### src/ucb_child_selector_core_macros.svh
// Assertion macros for the child selector core.
// Included by the top level only; depends on nothing else.
`ifndef UCB_CHILD_SELECTOR_CORE_MACROS_SVH
`define UCB_CHILD_SELECTOR_CORE_MACROS_SVH
// Checks that a condition implies a consequence on the same edge.
`define UCS_ASSERT_IMP(label, clk, rst_n, cond, cons) \
	label: assert property (@(posedge clk) disable iff (!rst_n) (cond) |-> (cons)) \
		else $error("check failed");
// Checks that a condition implies a consequence on the next edge.
`define UCS_ASSERT_NXT(label, clk, rst_n, cond, cons) \
	label: assert property (@(posedge clk) disable iff (!rst_n) (cond) |=> (cons)) \
		else $error("check failed");
`endif

### src/ucs_pkg.sv
// Package of the child selector: payload types, register indexes, constants.
// Depends on nothing.
`default_nettype none
package ucs_pkg;
	localparam int unsigned ScoreW = 48;
	localparam logic [47:0] ScoreMax = 48'hFFFF_FFFF_FFFF;
	localparam logic [15:0] Ln2Fx = 16'd45426;

	typedef enum logic [1:0] {
		CMD_VISITS = 2'd0,
		CMD_MEAN   = 2'd1,
		CMD_UCB    = 2'd2,
		CMD_PRIOR  = 2'd3
	} cmd_t;

	typedef enum logic [2:0] {
		REG_EXPL_GAIN  = 3'd0,
		REG_UNEXP_VAL  = 3'd1,
		REG_LOSS_WT    = 3'd2,
		REG_LOG_GAIN   = 3'd3,
		REG_SCALE_PAR  = 3'd4,
		REG_THR_MODE   = 3'd5,
		REG_MIN_VISITS = 3'd6
	} reg_idx_t;

	typedef struct packed {
		logic [1:0]  cmd;
		logic [23:0] parent_visits;
		logic [23:0] child_visits;
		logic [39:0] child_value_sum;
		logic [16:0] child_mean;
		logic [16:0] child_prior;
		logic        child_present;
		logic        last_child;
	} in_item_t;

	typedef struct packed {
		logic [7:0]  best_index;
		logic [47:0] best_score;
		logic        none_found;
	} out_item_t;

	typedef struct packed {
		logic [23:0] exploration_gain;
		logic [23:0] unexpanded_value;
		logic [16:0] loss_weight;
		logic [23:0] log_term_gain;
		logic        scale_by_parent;
		logic        threshold_mode;
		logic [23:0] min_visits;
	} cfg_t;

	// Classified transaction handed from the front to the back end.
	typedef struct packed {
		logic        score_it;   // child is scored
		logic        close_it;   // node closes after this transaction
		logic        expanded;
		in_item_t    item;
	} job_t;
endpackage
`default_nettype wire

### src/ucs_front.sv
// Front end: accepts input transactions, counts positions and classifies them.
// Depends on ucs_pkg.
`default_nettype none
module ucs_front #(
	parameter int unsigned MAX_KIDS = 256
) (
	input  wire logic           clk,
	input  wire logic           arst_n,
	input  wire ucs_pkg::cfg_t  cfg,
	input  wire ucs_pkg::in_item_t item,
	input  wire logic           take,
	output ucs_pkg::job_t       job
);
	import ucs_pkg::*;
	localparam int unsigned PosW = $clog2(MAX_KIDS + 1);
	logic [PosW-1:0] pos_q;
	logic            fits;

	assign fits = ({1'b0, pos_q} < (PosW+1)'(MAX_KIDS));

	always_comb begin
		job.item = item;
		job.score_it = item.child_present && fits;
		job.close_it = !item.child_present || item.last_child;
		job.expanded = cfg.threshold_mode ? (item.child_visits > cfg.min_visits)
			: (item.child_visits != 24'd0);
	end

	always_ff @(posedge clk or negedge arst_n) begin
		if (!arst_n) begin
			pos_q <= '0;
		end else if (take) begin
			if (job.close_it) pos_q <= '0;
			else if (job.score_it) pos_q <= pos_q + 1'b1;
		end
	end
endmodule
`default_nettype wire

### config.mk
export PLATFORM = sky130hd
export DESIGN_NAME = ucs_front
export DESIGN_NICKNAME = d
export VERILOG_FILES = /design/src/ucb_child_selector_core_macros.svh /design/src/ucs_pkg.sv /design/src/ucs_front.sv
export SDC_FILE = /design/constraint.sdc
export NUM_CORES = 1
export LEC_CHECK = 0
export ABC_AREA = 1
export BUFFER_PORTS_ARGS = -buffer_cell sky130_fd_sc_hd__buf_2
export CORE_AREA = 4 4 142 144
export CTS_CLUSTER_DIAMETER = 100
export DETAILED_ROUTE_END_ITERATION = 16
export DIE_AREA = 0 0 146 148
export PLACE_DENSITY = 0.44
export SYNTH_ARGS = -nofsm -noshare
export SYNTH_HDL_FRONTEND = slang
export SYNTH_SLANG_ARGS = --single-unit
### constraint.sdc
create_clock -name clk -period 1.12 [get_ports clk]
set_clock_uncertainty 0.05 [all_clocks]
set_input_delay 0.112 -clock clk [delete_from_list [all_inputs] [get_ports clk]]
set_output_delay 0.112 -clock clk [all_outputs]
set_load 0.03 [all_outputs]
==> report_table.html, run 1 <==
<table>
<tr><th>Metric</th><th>Value</th></tr>
<tr><th colspan="2">STA</th></tr>
<tr><td>Time the worst path needs with I/O delays and setup</td><td>1.46 ns</td></tr>
<tr><td>Total count of max-transition violations in the final report</td><td>0</td></tr>
<tr><td>FMAX</td><td>687 MHz</td></tr>
<tr><td>Final setup violating endpoints</td><td>8</td></tr>
<tr><td>Final critical-path setup slack</td><td>-0.336 ns</td></tr>
<tr><td>Count of endpoints failing hold in the final timing report</td><td>0</td></tr>
<tr><td>Setup repair after global routing missed its margin</td><td>true</td></tr>
<tr><td>Share of the cycle needed by the critical path after routing</td><td>130%</td></tr>
<tr><td>Slew Limit Headroom</td><td>77.0%</td></tr>
<tr><td>Actual transition at the worst max-transition pin</td><td>0.342 ns</td></tr>
<tr><th colspan="2">Critical path</th></tr>
<tr><td>Count of buffering cells on the critical path with inverters included</td><td>3</td></tr>
<tr><td>Crit path largest cell delay</td><td>0.26 ns</td></tr>
<tr><td>Startpoint type of the worst setup path</td><td>primary input</td></tr>
<tr><td>Family with the most delay on the worst path</td><td>simple AND/OR/NAND/NOR gates</td></tr>
<tr><td>Crit path arrival time</td><td>1.29 ns</td></tr>
<tr><td>Most frequent cell on the critical path</td><td>nand2_4</td></tr>
<tr><td>Critical path endpoint category</td><td>primary output</td></tr>
<tr><td>Worst path required time</td><td>0.96 ns</td></tr>
<tr><td>Slowest CP cell</td><td>ha_4</td></tr>
<tr><td>Critical Path Fanout Max</td><td>2</td></tr>
<tr><td>Classification of the worst setup path</td><td>in -&gt; out</td></tr>
<tr><td>Chain of cells forming the critical path</td><td>buf_8 &gt; inv_8 &gt; ha_4 &gt; nand2_4 &gt; nor2_4 &gt; nand4_1 &gt; nor2_2 &gt; nand2_1 &gt; nand3_2 &gt; nand2_2 &gt; nand2_4 &gt; buf_6</td></tr>
<tr><th colspan="2">Global route</th></tr>
<tr><td>Global-route track usage on met2</td><td>10.6%</td></tr>
<tr><td>Antenna violations before repair</td><td>0</td></tr>
<tr><td>Number of global-route vias before repair</td><td>1828</td></tr>
<tr><td>Maximum number of pins on one net before global-route repair</td><td>10</td></tr>
<tr><td>GR Layer Usage met1</td><td>5.92%</td></tr>
<tr><td>GRT overflow</td><td>0</td></tr>
<tr><td>Overall track demand over capacity in global routing</td><td>5.90%</td></tr>
<tr><td>Global routing's busiest layer</td><td>met2</td></tr>
<tr><td>Met3 Track Usage GR</td><td>2.51%</td></tr>
<tr><td>First-pass GRT wire length</td><td>9880 um</td></tr>
<tr><th colspan="2">Power and ir drop</th></tr>
<tr><td>Net load switching power</td><td>652 uW</td></tr>
<tr><td>Combinational Power Share</td><td>47.7%</td></tr>
<tr><td>Clock network power share</td><td>33.9%</td></tr>
<tr><td>Leakage</td><td>1.32 nW</td></tr>
<tr><td>Part of the total power dissipated in sequential elements</td><td>18.4%</td></tr>
<tr><td>Cell-internal power</td><td>1.22 mW</td></tr>
<tr><td>Switch share</td><td>34.9%</td></tr>
<tr><td>Peak ir drop on the vdd network</td><td>0.000630 V</td></tr>
<tr><td>Power per cell area</td><td>690 nW/um2</td></tr>
<tr><th colspan="2">Floorplan</th></tr>
<tr><td>Standard-cell row count</td><td>50</td></tr>
<tr><td>Area inside the core boundary</td><td>18700 um2</td></tr>
<tr><td>Area of the die</td><td>21600 um2</td></tr>
<tr><td>Count of boundary I/O pins</td><td>373</td></tr>
<tr><td>Effective utilization at floorplan</td><td>11.5%</td></tr>
<tr><td>Die W</td><td>146 um</td></tr>
<tr><td>Die Y-Extent</td><td>148 um</td></tr>
<tr><th colspan="2">Detailed routing</th></tr>
<tr><td>Number of nets with antenna violations after detailed routing</td><td>0</td></tr>
<tr><td>Number of vias per cell after detailed routing</td><td>3.26</td></tr>
<tr><td>Aggregate routed wire length</td><td>6820 um</td></tr>
<tr><td>WL per Instance</td><td>12.6 um</td></tr>
<tr><td>Drt first-iter violations</td><td>20</td></tr>
<tr><td>Vias</td><td>1760</td></tr>
<tr><td>Count of TritonRoute iterations in the first routing pass</td><td>4</td></tr>
<tr><td>Drc violations</td><td>0</td></tr>
<tr><th colspan="2">Placed design</th></tr>
<tr><td>Quantity of I/O buffers inserted on ports</td><td>82</td></tr>
<tr><td>Worst slack at placement</td><td>-0.605 ns</td></tr>
<tr><td>HPWL reported at the end of detailed placement</td><td>6040 um</td></tr>
<tr><td>Routability Congestion</td><td>0.699</td></tr>
<tr><td>Placed Cells</td><td>529</td></tr>
<tr><th colspan="2">Layout</th></tr>
<tr><td>Util after Layout</td><td>14.5%</td></tr>
<tr><td>Growth of design area from synthesis to finish</td><td>25.4%</td></tr>
<tr><td>Share of layout cells above drive strength 1</td><td>62.1%</td></tr>
<tr><td>Biggest regs</td><td>pos_q (9)</td></tr>
<tr><td>Most used cells in the layout excluding fill and tap cells</td><td>72 x buf_2, 33 x buf_4, 32 x inv_1</td></tr>
<tr><td>Post-layout net count</td><td>576</td></tr>
<tr><td>Number of flip-flops under the largest register name</td><td>9</td></tr>
<tr><td>Fin cells</td><td>540</td></tr>
<tr><td>Leading cell type in the layout, fill and taps excluded</td><td>buf_2</td></tr>
<tr><td>Register with the most flip-flops</td><td>pos_q</td></tr>
<tr><td>Antenna cell count</td><td>0</td></tr>
<tr><th colspan="2">Clock network</th></tr>
<tr><td>Insertion delay to the later sink of the worst-skew pair</td><td>0.23 ns</td></tr>
<tr><td>Root Buffer Master</td><td>clkbuf_16</td></tr>
<tr><td>TritonCTS clock tree</td><td>yes</td></tr>
<tr><td>Number of clock buffers inserted by TritonCTS</td><td>3</td></tr>
<tr><td>Max Root-Sink Buffers</td><td>2</td></tr>
<tr><td>Maximum level of the CTS H-tree</td><td>1</td></tr>
<tr><td>Number of sinks on the clock net</td><td>9</td></tr>
<tr><td>Clock-pin slew on the worst setup and hold paths</td><td>0.04 ns</td></tr>
<tr><th colspan="2">Synth</th></tr>
<tr><td>Synthesized netlist cell count</td><td>308</td></tr>
<tr><td>Number of synthesized register bits</td><td>9</td></tr>
<tr><td>Cell area after technology mapping</td><td>2160 um2</td></tr>
<tr><td>Main area contributors after synthesis</td><td>buf_4 44%, ha_1 14%, dfrtp_1 10%, inv_1 7.0%, nand2_1 6.8%</td></tr>
<tr><td>Count of different cell masters after synthesis</td><td>21</td></tr>
<tr><td>Post-synth top area cell</td><td>buf_4</td></tr>
<tr><td>Count of yosys warnings during synthesis</td><td>0</td></tr>
<tr><td>Part of the Yosys area used for sequential elements</td><td>10.4%</td></tr>
<tr><td>Mean area per synthesized cell</td><td>7.01 um2</td></tr>
<tr><td>Post-Syn Nets</td><td>577</td></tr>
<tr><td>Top-area cell type share of the netlist area</td><td>43.8%</td></tr>
<tr><th colspan="2">Hold path</th></tr>
<tr><td>Hold/Removal Path Class</td><td>in -&gt; reg</td></tr>
<tr><th colspan="2">Job</th></tr>
<tr><td>Max_cap viols</td><td>0</td></tr>
<tr><th colspan="2">Status</th></tr>
<tr><td>Status</td><td>finished, violations left</td></tr>
<tr><td>Violations in the final reports</td><td>setup timing</td></tr>
</table>
-- timing repair --
item | in CTS | in global routing
setup buffers | 3 | 4
endpoints found under the setup margin | 7 | 10
gates resized for setup | 43 | 32
pin swaps | 14 | 21
hold buffers | 1 | 0
hold endpoints to repair | 9 | 0
-- worst min-delay path, stage by stage --
cell and delay [ns]:
buf_2 0.08, inv_1 0.05, nand4_1 0.09, nand2_1 0.05
-- final timing paths --
| kind | to | slack (ns) | cells past startpoint | startpoint |
|---|---|---|---|---|
| max in group asynchronous | pos_q[3] | 0.62 | 2 | arst_n |
| setup / recovery | job[126] | -0.34 | 12 | cfg[13] |
| hold reg to reg | pos_q[7] | 0.41 | 1 | pos_q[7] |
| hold / removal | pos_q[1] | 0.14 | 4 | item[0] |
| setup reg to reg | pos_q[8] | -0.10 | 7 | pos_q[8] |
| min in group asynchronous | pos_q[6] | 0.22 | 2 | arst_n |
-- cell usage after synthesis --
library cell	instances
inv_1	40
o21ai_1	2
nor2_2	2
nand3_2	2
o21ai_0	4
nand4_1	4
a21o_1	2
nor4_1	2
nor3_1	2
nand2_4	3
nor3_2	1
nand2_1	39
buf_4	126
a21oi_1	16
nand2_2	1
nor2_4	1
nand3_1	5
nor2_1	21
o21a_1	1
ha_1	25
dfrtp_1	9
-- layer usage --
metal,vias to the layer above,part of all wire (%)
li1,834,-
met1,757,36
met2,132,47
met3,37,12
met4,0,4.3
met5,-,0
-- cell type report --
cell class	instances	area, um2
well taps	234	293
inverters	40	165
repair buffers	120	783
fillers	2141	16000
flip-flops and latches	9	225
clock buffers	4	78.8
multi-input cells	133	1160
-- per-stage QoR --
step	area [um2]	hold slack [ns]	setup TNS, ns	power, mW
2_1_floorplan	2260	-0.234	-0.0683	1.45
3_3_place_gp	2250	-0.0633	-0.756	1.10
3_5_place_dp	2250	-0.0650	-0.772	1.10
4_1_cts	2550	0.131	-0.552	1.86
5_1_grt	2710	0.174	-1.24	2.01
6_report	2710	0.140	-0.564	1.87
-- kinds of logic after synthesis --
family          count (synthesis)  share of synthesized area (%)
buf+inv                       166                           50.8
simple gates                   83                           18.1
compound gates                 25                           6.15
fa+ha+maj                      25                           14.5
flops                           9                           10.4
-- power by group through the flow --
stage / combinational, mW / sequential [mW] / clock, mW
final: 0.891 / 0.344 / 0.633
after global routing: 0.995 / 0.345 / 0.670
after CTS: 0.862 / 0.344 / 0.652
after detailed placement: 0.752 / 0.347 / 0
after global placement: 0.754 / 0.347 / 0
after floorplan: 1.11 / 0.346 / 0
(Power assumes the default switching activity.)
==> inputs of run 2 (changes only) <==
Settings changed: ABC_AREA 1 to not set, CORE_AREA 4 4 142 144 to 4 4 143 145, CTS_BUF_LIST set to sky130_fd_sc_hd__clkbuf_4 sky130_fd_sc_hd__clkbuf_8, DIE_AREA 0 0 146 148 to 0 0 147 149, PLACE_DENSITY 0.44 to 0.43.
==> run 2 against run 1 <==
Effect of this change: the run still ends with setup timing left; non-clock buffer count grew 11; sequential power is essentially flat; clock power shrank 35%; combinational power shrank 21%; utilization shrank 1.2 points; first-iteration DRC count grew 65%; wire length shrank 20%; synthesized area shrank 4.5%.
==> report_table.html, run 2 <==
<table>
<tr><th>Metric</th><th>Value</th></tr>
<tr><th colspan="2">Status</th></tr>
<tr><td>Violations in the final reports</td><td>setup timing</td></tr>
<tr><td>Status</td><td>finished, violations left</td></tr>
<tr><th colspan="2">Detailed routing</th></tr>
<tr><td>WL per Instance</td><td>10.1 um (-20%)</td></tr>
<tr><td>Number of vias per cell after detailed routing</td><td>2.97 (-8.9%)</td></tr>
<tr><td>Aggregate routed wire length</td><td>5450 um (-20%)</td></tr>
<tr><td>Number of nets with antenna violations after detailed routing</td><td>0 (unchanged)</td></tr>
<tr><td>Drt first-iter violations</td><td>33 (+65%)</td></tr>
<tr><td>Count of TritonRoute iterations in the first routing pass</td><td>4 (unchanged)</td></tr>
<tr><td>Vias</td><td>1609 (-8.6%)</td></tr>
<tr><td>Drc violations</td><td>0 (unchanged)</td></tr>
<tr><th colspan="2">Layout</th></tr>
<tr><td>Number of flip-flops under the largest register name</td><td>9 (unchanged)</td></tr>
<tr><td>Leading cell type in the layout, fill and taps excluded</td><td>buf_2</td></tr>
<tr><td>Post-layout net count</td><td>547 (-5.0%)</td></tr>
<tr><td>Post-route cell area</td><td>2560 um2 (-5.5%)</td></tr>
<tr><td>Share of layout cells above drive strength 1</td><td>61.7% (-0.36 points)</td></tr>
<tr><td>Biggest regs</td><td>pos_q (9)</td></tr>
<tr><td>Antenna cell count</td><td>0 (unchanged)</td></tr>
<tr><td>Growth of design area from synthesis to finish</td><td>24.0%</td></tr>
<tr><td>Most used cells in the layout excluding fill and tap cells</td><td>78 x buf_2, 42 x buf_4, 25 x inv_1</td></tr>
<tr><td>Register with the most flip-flops</td><td>pos_q</td></tr>
<tr><th colspan="2">Hold path</th></tr>
<tr><td>Hold/Removal Path Class</td><td>in -&gt; out</td></tr>
<tr><th colspan="2">Placed design</th></tr>
<tr><td>Worst slack at placement</td><td>-0.695 ns (-0.0898 ns)</td></tr>
<tr><td>Total placed instance area</td><td>2250 um2 (-0.17%)</td></tr>
<tr><td>HPWL reported at the end of detailed placement</td><td>4740 um (-22%)</td></tr>
<tr><td>Quantity of I/O buffers inserted on ports</td><td>82 (unchanged)</td></tr>
<tr><td>Routability Congestion</td><td>0.735 (+5.2%)</td></tr>
<tr><th colspan="2">Synth</th></tr>
<tr><td>Count of different cell masters after synthesis</td><td>30 (+43%)</td></tr>
<tr><td>Top-area cell type share of the netlist area</td><td>45.9% (+2.0 points)</td></tr>
<tr><td>Main area contributors after synthesis</td><td>buf_4 46%, ha_1 15%, dfrtp_1 11%, inv_1 5.1%, a21oi_1 2.2%</td></tr>
<tr><td>Count of yosys warnings during synthesis</td><td>0 (unchanged)</td></tr>
<tr><td>Part of the Yosys area used for sequential elements</td><td>10.9% (+0.49 points)</td></tr>
<tr><td>Number of synthesized register bits</td><td>9 (unchanged)</td></tr>
<tr><td>Cell with the most instances after synthesis</td><td>buf_4</td></tr>
<tr><td>Post-synth top area cell</td><td>buf_4</td></tr>
<tr><td>Mean area per synthesized cell</td><td>7.67 um2 (+9.4%)</td></tr>
<tr><td>Cell area after technology mapping</td><td>2060 um2 (-4.5%)</td></tr>
<tr><td>Leading post-synthesis cells by instance count</td><td>126 x buf_4, 28 x inv_1, 25 x ha_1</td></tr>
<tr><td>Post-Syn Nets</td><td>538 (-6.8%)</td></tr>
<tr><td>Top_reg_cell synth</td><td>dfrtp_1</td></tr>
<tr><td>Synthesized netlist cell count</td><td>269 (-13%)</td></tr>
<tr><td>Share of flip-flops with an asynchronous set or reset</td><td>100% (unchanged)</td></tr>
<tr><td>Number of synthesized flops with an enable pin</td><td>0 (unchanged)</td></tr>
<tr><th colspan="2">Clock network</th></tr>
<tr><td>Number of clock buffers inserted by TritonCTS</td><td>3 (unchanged)</td></tr>
<tr><td>Insertion delay to the later sink of the worst-skew pair</td><td>0.24 ns (about the same)</td></tr>
<tr><td>Max Root-Sink Buffers</td><td>2 (unchanged)</td></tr>
<tr><td>Root Buffer Master</td><td>clkbuf_8</td></tr>
<tr><td>TritonCTS clock tree</td><td>yes</td></tr>
<tr><td>Number of sinks on the clock net</td><td>9 (unchanged)</td></tr>
<tr><td>Maximum level of the CTS H-tree</td><td>1 (unchanged)</td></tr>
<tr><th colspan="2">Critical path</th></tr>
<tr><td>Worst path required time</td><td>0.96 ns (about the same)</td></tr>
<tr><td>Critical Path Fanout Max</td><td>3 (+1)</td></tr>
<tr><td>Classification of the worst setup path</td><td>in -&gt; out</td></tr>
<tr><td>Crit path arrival time</td><td>1.54 ns (+0.25 ns)</td></tr>
<tr><td>Startpoint type of the worst setup path</td><td>primary input</td></tr>
<tr><td>Critical path endpoint category</td><td>primary output</td></tr>
<tr><th colspan="2">Power and ir drop</th></tr>
<tr><td>Power per cell area</td><td>570 nW/um2 (-17%)</td></tr>
<tr><td>Peak ir drop on the vdd network</td><td>0.000457 V (-28%)</td></tr>
<tr><td>Leakage</td><td>1.22 nW (-7.2%)</td></tr>
<tr><th colspan="2">STA</th></tr>
<tr><td>FMAX</td><td>587 MHz (-15%)</td></tr>
<tr><td>Total count of max-transition violations in the final report</td><td>0 (unchanged)</td></tr>
<tr><td>Final setup violating endpoints</td><td>9 (+1)</td></tr>
<tr><td>Final critical-path setup slack</td><td>-0.584 ns (-0.249 ns)</td></tr>
<tr><td>Setup TNS</td><td>-1.10 ns (-0.539 ns)</td></tr>
<tr><td>Setup repair after global routing missed its margin</td><td>true</td></tr>
<tr><td>Count of endpoints failing hold in the final timing report</td><td>0 (unchanged)</td></tr>
<tr><td>Slew Limit Headroom</td><td>76.7% (-0.30 points)</td></tr>
<tr><td>Time the worst path needs with I/O delays and setup</td><td>1.70 ns (+0.249 ns)</td></tr>
<tr><td>Actual transition at the worst max-transition pin</td><td>0.350 ns (+0.00741 ns)</td></tr>
<tr><td>Share of the cycle needed by the critical path after routing</td><td>152% (+22 points)</td></tr>
<tr><th colspan="2">Global route</th></tr>
<tr><td>Number of global-route vias before repair</td><td>1688 (-7.7%)</td></tr>
<tr><td>Antenna violations before repair</td><td>0 (unchanged)</td></tr>
<tr><td>GRT overflow</td><td>0 (unchanged)</td></tr>
<tr><td>First-pass GRT wire length</td><td>8460 um (-14%)</td></tr>
<tr><td>Overall track demand over capacity in global routing</td><td>4.71% (-1.2 points)</td></tr>
<tr><td>Maximum number of pins on one net before global-route repair</td><td>10 (unchanged)</td></tr>
<tr><th colspan="2">Floorplan</th></tr>
<tr><td>Count of boundary I/O pins</td><td>373 (unchanged)</td></tr>
<tr><td>Standard-cell row count</td><td>51 (+2.0%)</td></tr>
<tr><td>Effective utilization at floorplan</td><td>10.7% (-0.80 points)</td></tr>
<tr><td>Area inside the core boundary</td><td>19200 um2 (+2.7%)</td></tr>
<tr><td>Area of the die</td><td>21900 um2 (+1.4%)</td></tr>
<tr><td>Die W</td><td>147 um (+0.68%)</td></tr>
<tr><td>Die Y-Extent</td><td>149 um (+0.68%)</td></tr>
<tr><th colspan="2">Job</th></tr>
<tr><td>Max_cap viols</td><td>0 (unchanged)</td></tr>
</table>
[run 2: changes by cell type after synthesis, sizes merged, moves of 4 or more]
| cell | before | now |
|---|---|---|
| inv | 40 | 28 |
| a21oi | 16 | 9 |
| nor2 | 24 | 11 |
| nor4 | 2 | 7 |
| nand2 | 43 | 8 |
| xnor2 | 0 | 4 |
[run 2: repair_timing]
action,in CTS,in global routing
resized for setup,24,27
endpoints found under the setup margin,9,11
hold buffers,1,0
pin swaps,18,11
hold endpoints to repair,9,0
buffers inserted,3,1
[run 2: layer usage]
metal  GRT usage (%)  share of wire, %  up-vias
met5               0                 0        -
met4            2.24               3.4        0
met3            1.82                13       33
met2            8.07                46       99
met1            5.13                38      704
li1                -                 -      773
[run 2: cells by family (layout without fill, tap and decap cells)]
logic type	after synthesis	after routing	synth area share, %
AO/OA/AOI/OAI	28	28	8.74
buffers and inverters	155	163	51.2
AND/OR/NAND/NOR	47	47	11.9
adder cells (fa/ha/maj)	25	25	15.2
XOR/XNOR	5	5	2.12
flip-flops	9	9	10.9
[run 2: path summary, 6_finish.rpt]
path / to / slack [ns] / startpoint / cells past startpoint
worst min register to register: pos_q[1] / 0.51 / pos_q[1] / 2
max in group asynchronous: pos_q[1] / 0.60 / arst_n / 2
min in group asynchronous: pos_q[8] / 0.21 / arst_n / 2
worst max register to register: pos_q[6] / -0.12 / pos_q[1] / 5
worst min-delay path: job[103] / 0.17 / item[103] / 0
worst max-delay path: job[126] / -0.58 / cfg[15] / 9
[run 2: power by group]
group | total, mW | internal (mW) | switching [mW]
sequential | 0.343 | 0.333 | 0.0103
clock | 0.409 | 0.273 | 0.136
combinational | 0.704 | 0.328 | 0.376
total | 1.46 | 0.934 | 0.522
[run 2: area by class of cell]
| type | instances | area [um2] |
|---|---|---|
| Multi-Input combinational cell | 105 | 1010 |
| Timing Repair Buffer | 131 | 832 |
| Tap cell | 265 | 332 |
| Clock buffer | 4 | 48.8 |
| Sequential cell | 9 | 228 |
| Fill cell | 2221 | 16700 |
| Inverter | 28 | 110 |
[run 2: critical path: stages]
cell and delay, ns:
buf_2 0.10, inv_1 0.08, ha_4 0.20, a21oi_1 0.13, o21ai_1 0.10, a221o_1 0.36, o31ai_2 0.20, nand3_2 0.10
buf_6 0.15
[run 2: stage by stage]
stage	power (mW)	util (%)	hold WS (ns)	cells
6_report	1.46	13.3	0.174	542
2_1_floorplan	1.38	-	-0.234	269
3_3_place_gp	0.996	11.7	-0.0657	533
3_5_place_dp	0.996	11.7	-0.0701	533
4_1_cts	1.45	12.7	0.174	541
5_1_grt	1.58	13.3	0.174	542
==> inputs of run 3 (changes only) <==
Settings changed: CTS_BUF_LIST sky130_fd_sc_hd__clkbuf_4 sky130_fd_sc_hd__clkbuf_8 to sky130_fd_sc_hd__clkbuf_8, SKIP_CTS_REPAIR_TIMING set to 1.
==> run 3 against run 2 <==
Effect of this change: critical endpoint unchanged; utilization decreased by 0.31 points; setup slack got worse by 0.021 ns; the run still ends with setup timing left; sequential share of layout area increased by 0.21 points; critical path depth decreased by 1; clock power decreased by 8.6%.
==> report_table.html, run 3 (synthesis results as in run 2) <==
<table>
<tr><th>Metric</th><th>Value</th></tr>
<tr><th colspan="2">Clock network</th></tr>
<tr><td>Root Buffer Master</td><td>clkbuf_8</td></tr>
<tr><td>Number of sinks on the clock net</td><td>9 (unchanged)</td></tr>
<tr><td>Insertion delay to the later sink of the worst-skew pair</td><td>0.24 ns (about the same)</td></tr>
<tr><td>TritonCTS clock tree</td><td>yes</td></tr>
<tr><td>Maximum level of the CTS H-tree</td><td>1 (unchanged)</td></tr>
<tr><td>Number of clock buffers inserted by TritonCTS</td><td>3 (unchanged)</td></tr>
<tr><td>Max Root-Sink Buffers</td><td>2 (unchanged)</td></tr>
<tr><th colspan="2">Critical path</th></tr>
<tr><td>Depth of the worst register-to-register path</td><td>5 (unchanged)</td></tr>
<tr><td>Crit path arrival time</td><td>1.56 ns (+0.02 ns)</td></tr>
<tr><td>Launching point of the worst reg2reg path</td><td>pos_q[1]</td></tr>
<tr><td>Worst path required time</td><td>0.96 ns (about the same)</td></tr>
<tr><td>Register-to-register setup slack</td><td>-0.13 ns (about the same)</td></tr>
<tr><td>Startpoint type of the worst setup path</td><td>primary input</td></tr>
<tr><td>Critical Path Fanout Max</td><td>2 (-1)</td></tr>
<tr><td>Capture instance of the worst register-to-register path</td><td>pos_q[6]</td></tr>
<tr><td>Classification of the worst setup path</td><td>in -&gt; out</td></tr>
<tr><td>Startpoint of the worst setup timing path</td><td>item[89]</td></tr>
<tr><td>Critical path endpoint category</td><td>primary output</td></tr>
<tr><td>Capture point of the worst path</td><td>job[126]</td></tr>
<tr><th colspan="2">Placed design</th></tr>
<tr><td>Routability Congestion</td><td>0.735 (unchanged)</td></tr>
<tr><td>HPWL reported at the end of detailed placement</td><td>4740 um (unchanged)</td></tr>
<tr><td>Placed Cells</td><td>533 (unchanged)</td></tr>
<tr><td>Worst slack at placement</td><td>-0.695 ns (unchanged)</td></tr>
<tr><td>Quantity of I/O buffers inserted on ports</td><td>82 (unchanged)</td></tr>
<tr><td>Total placed instance area</td><td>2250 um2 (unchanged)</td></tr>
<tr><th colspan="2">Global route</th></tr>
<tr><td>First-pass GRT wire length</td><td>8160 um (-3.6%)</td></tr>
<tr><td>Antenna violations before repair</td><td>0 (unchanged)</td></tr>
<tr><td>GRT overflow</td><td>0 (unchanged)</td></tr>
<tr><td>Maximum number of pins on one net before global-route repair</td><td>10 (unchanged)</td></tr>
<tr><td>Number of global-route vias before repair</td><td>1610 (-4.6%)</td></tr>
<tr><td>Overall track demand over capacity in global routing</td><td>4.55% (-0.16 points)</td></tr>
<tr><th colspan="2">Floorplan</th></tr>
<tr><td>Count of boundary I/O pins</td><td>373 (unchanged)</td></tr>
<tr><td>Area of the die</td><td>21900 um2 (unchanged)</td></tr>
<tr><td>Standard-cell row count</td><td>51 (unchanged)</td></tr>
<tr><td>Effective utilization at floorplan</td><td>10.7% (unchanged)</td></tr>
<tr><td>Die W</td><td>147 um (unchanged)</td></tr>
<tr><td>Area inside the core boundary</td><td>19200 um2 (unchanged)</td></tr>
<tr><td>Die Y-Extent</td><td>149 um (unchanged)</td></tr>
<tr><th colspan="2">Detailed routing</th></tr>
<tr><td>Number of vias per cell after detailed routing</td><td>2.95 (-0.50%)</td></tr>
<tr><td>Drc violations</td><td>0 (unchanged)</td></tr>
<tr><td>Vias</td><td>1598 (-0.68%)</td></tr>
<tr><td>Count of TritonRoute iterations in the first routing pass</td><td>4 (unchanged)</td></tr>
<tr><td>Aggregate routed wire length</td><td>5420 um (-0.55%)</td></tr>
<tr><td>Number of nets with antenna violations after detailed routing</td><td>0 (unchanged)</td></tr>
<tr><td>Drt first-iter violations</td><td>28 (-15%)</td></tr>
<tr><td>WL per Instance</td><td>10.0 um (-0.37%)</td></tr>
<tr><th colspan="2">Power and ir drop</th></tr>
<tr><td>Clock network power share</td><td>26.6% (-1.5 points)</td></tr>
<tr><td>Cell-internal power</td><td>890 uW (-4.7%)</td></tr>
<tr><td>Power per cell area</td><td>563 nW/um2 (-1.1%)</td></tr>
<tr><td>Switch share</td><td>36.7% (+0.82 points)</td></tr>
<tr><td>Combinational Power Share</td><td>48.9% (+0.6 points)</td></tr>
<tr><td>PnR Total Power</td><td>1.41 mW (-3.4%)</td></tr>
<tr><td>Part of the total power dissipated in sequential elements</td><td>24.4% (+0.8 points)</td></tr>
<tr><td>Peak ir drop on the vdd network</td><td>0.000457 V (about the same)</td></tr>
<tr><td>Leakage</td><td>1.22 nW (-0.47%)</td></tr>
<tr><td>Net load switching power</td><td>516 uW (-1.2%)</td></tr>
<tr><th colspan="2">STA</th></tr>
<tr><td>Share of the cycle needed by the critical path after routing</td><td>154% (+1.9 points)</td></tr>
<tr><td>Final setup violating endpoints</td><td>9 (unchanged)</td></tr>
<tr><td>Time the worst path needs with I/O delays and setup</td><td>1.73 ns (+0.0214 ns)</td></tr>
<tr><td>Setup repair after global routing missed its margin</td><td>true</td></tr>
<tr><td>Slew Limit Headroom</td><td>75.7% (-1.0 points)</td></tr>
<tr><td>Total count of max-transition violations in the final report</td><td>0 (unchanged)</td></tr>
<tr><td>Count of endpoints failing hold in the final timing report</td><td>0 (unchanged)</td></tr>
<tr><td>FMAX</td><td>579 MHz (-1.2%)</td></tr>
<tr><td>Final critical-path setup slack</td><td>-0.606 ns (-0.0214 ns)</td></tr>
<tr><td>Actual transition at the worst max-transition pin</td><td>0.365 ns (+0.0150 ns)</td></tr>
<tr><th colspan="2">Layout</th></tr>
<tr><td>Antenna cell count</td><td>0 (unchanged)</td></tr>
<tr><td>Fin cells</td><td>541 (-0.18%)</td></tr>
<tr><td>Post-route cell area</td><td>2500 um2 (-2.3%)</td></tr>
<tr><td>Most used cells in the layout excluding fill and tap cells</td><td>79 x buf_2, 42 x buf_4, 27 x inv_1</td></tr>
<tr><td>Register with the most flip-flops</td><td>pos_q</td></tr>
<tr><td>Share of layout cells above drive strength 1</td><td>59.8% (-2.0 points)</td></tr>
<tr><td>Leading cell type in the layout, fill and taps excluded</td><td>buf_2</td></tr>
<tr><td>Number of flip-flops under the largest register name</td><td>9 (unchanged)</td></tr>
<tr><td>Growth of design area from synthesis to finish</td><td>21.1%</td></tr>
<tr><td>Post-layout net count</td><td>546 (-0.18%)</td></tr>
<tr><td>Biggest regs</td><td>pos_q (9)</td></tr>
<tr><td>Fill cell total of the finished layout</td><td>2227 (+0.27%)</td></tr>
<tr><th colspan="2">Hold path</th></tr>
<tr><td>Hold/Removal Path Class</td><td>in -&gt; out</td></tr>
<tr><td>Start point of the worst hold path</td><td>item[103]</td></tr>
<tr><th colspan="2">Status</th></tr>
<tr><td>Violations in the final reports</td><td>setup timing</td></tr>
<tr><td>Status</td><td>finished, violations left</td></tr>
<tr><th colspan="2">Job</th></tr>
<tr><td>Max_cap viols</td><td>0 (unchanged)</td></tr>
</table>
run 3: changes by cell type in the layout (fill, tap and decap cells not counted):
| cell | delta |
|---|---|
| buf_2 | +1 |
| buf_6 | -2 |
| clkbuf_4 | -1 |
| clkinv_4 | +1 |
| ha_1 | +3 |
| ha_4 | -3 |
| inv_1 | +2 |
| inv_2 | -1 |
| inv_6 | -1 |
run 3: power by group through the flow:
stage	clock (mW)	sequential, mW	combinational [mW]
finish	0.374	0.343	0.688
global placement	0	0.342	0.653
floorplan	0	0.342	1.04
detailed placement	0	0.343	0.653
global route	0.407	0.344	0.769
CTS	0.388	0.338	0.656
run 3: worst min path at each step:
stage | slack (ns) | to | cells past startpoint
floorplan | -0.23 | pos_q[0] | 0
global placement | -0.07 | pos_q[8] | 1
detailed placement | -0.07 | pos_q[8] | 1
CTS | -0.33 | pos_q[8] | 1
global route | 0.17 | job[110] | 0
finish | 0.17 | job[103] | 0
run 3: per-layer routing:
layer / global-route usage, % / wire length (um) / vias up
li1: - / - / 772
met1: 5.09 / 2050 / 694
met2: 7.49 / 2470 / 99
met3: 1.88 / 712 / 33
met4: 2.24 / 188 / 0
met5: 0 / 0 / -
run 3: cell type report:
| cell class | instances | area [um2] | area share [%] |
|---|---|---|---|
| Sequential cell | 9 | 228 | 9.12 |
| Clock buffer | 3 | 41.3 | 1.65 |
| Clock inverter | 1 | 3.75 | 0.150 |
| Inverter | 28 | 110 | 4.41 |
| Multi-Input combinational cell | 105 | 968 | 38.8 |
| Tap cell | 265 | 332 | 13.3 |
| Timing Repair Buffer | 130 | 815 | 32.6 |
run 3: worst max-delay path, stage by stage:
cell and delay [ns]:
buf_2 0.11, ha_1 0.32, a21oi_2 0.12, o21ai_1 0.08, a221o_1 0.36, o31ai_2 0.21
nand3_2 0.10, buf_6 0.15
run 3: per-stage QoR:
| step | util (%) | setup TNS, ns | hold WS (ns) |
|---|---|---|---|
| floorplan | - | -0.491 | -0.234 |
| finish | 13.0 | -1.09 | 0.174 |
| detailed placement | 11.7 | -1.20 | -0.0701 |
| global route | 13.0 | -1.78 | 0.174 |
| global placement | 11.7 | -1.22 | -0.0657 |
| CTS | 11.9 | -1.34 | -0.327 |
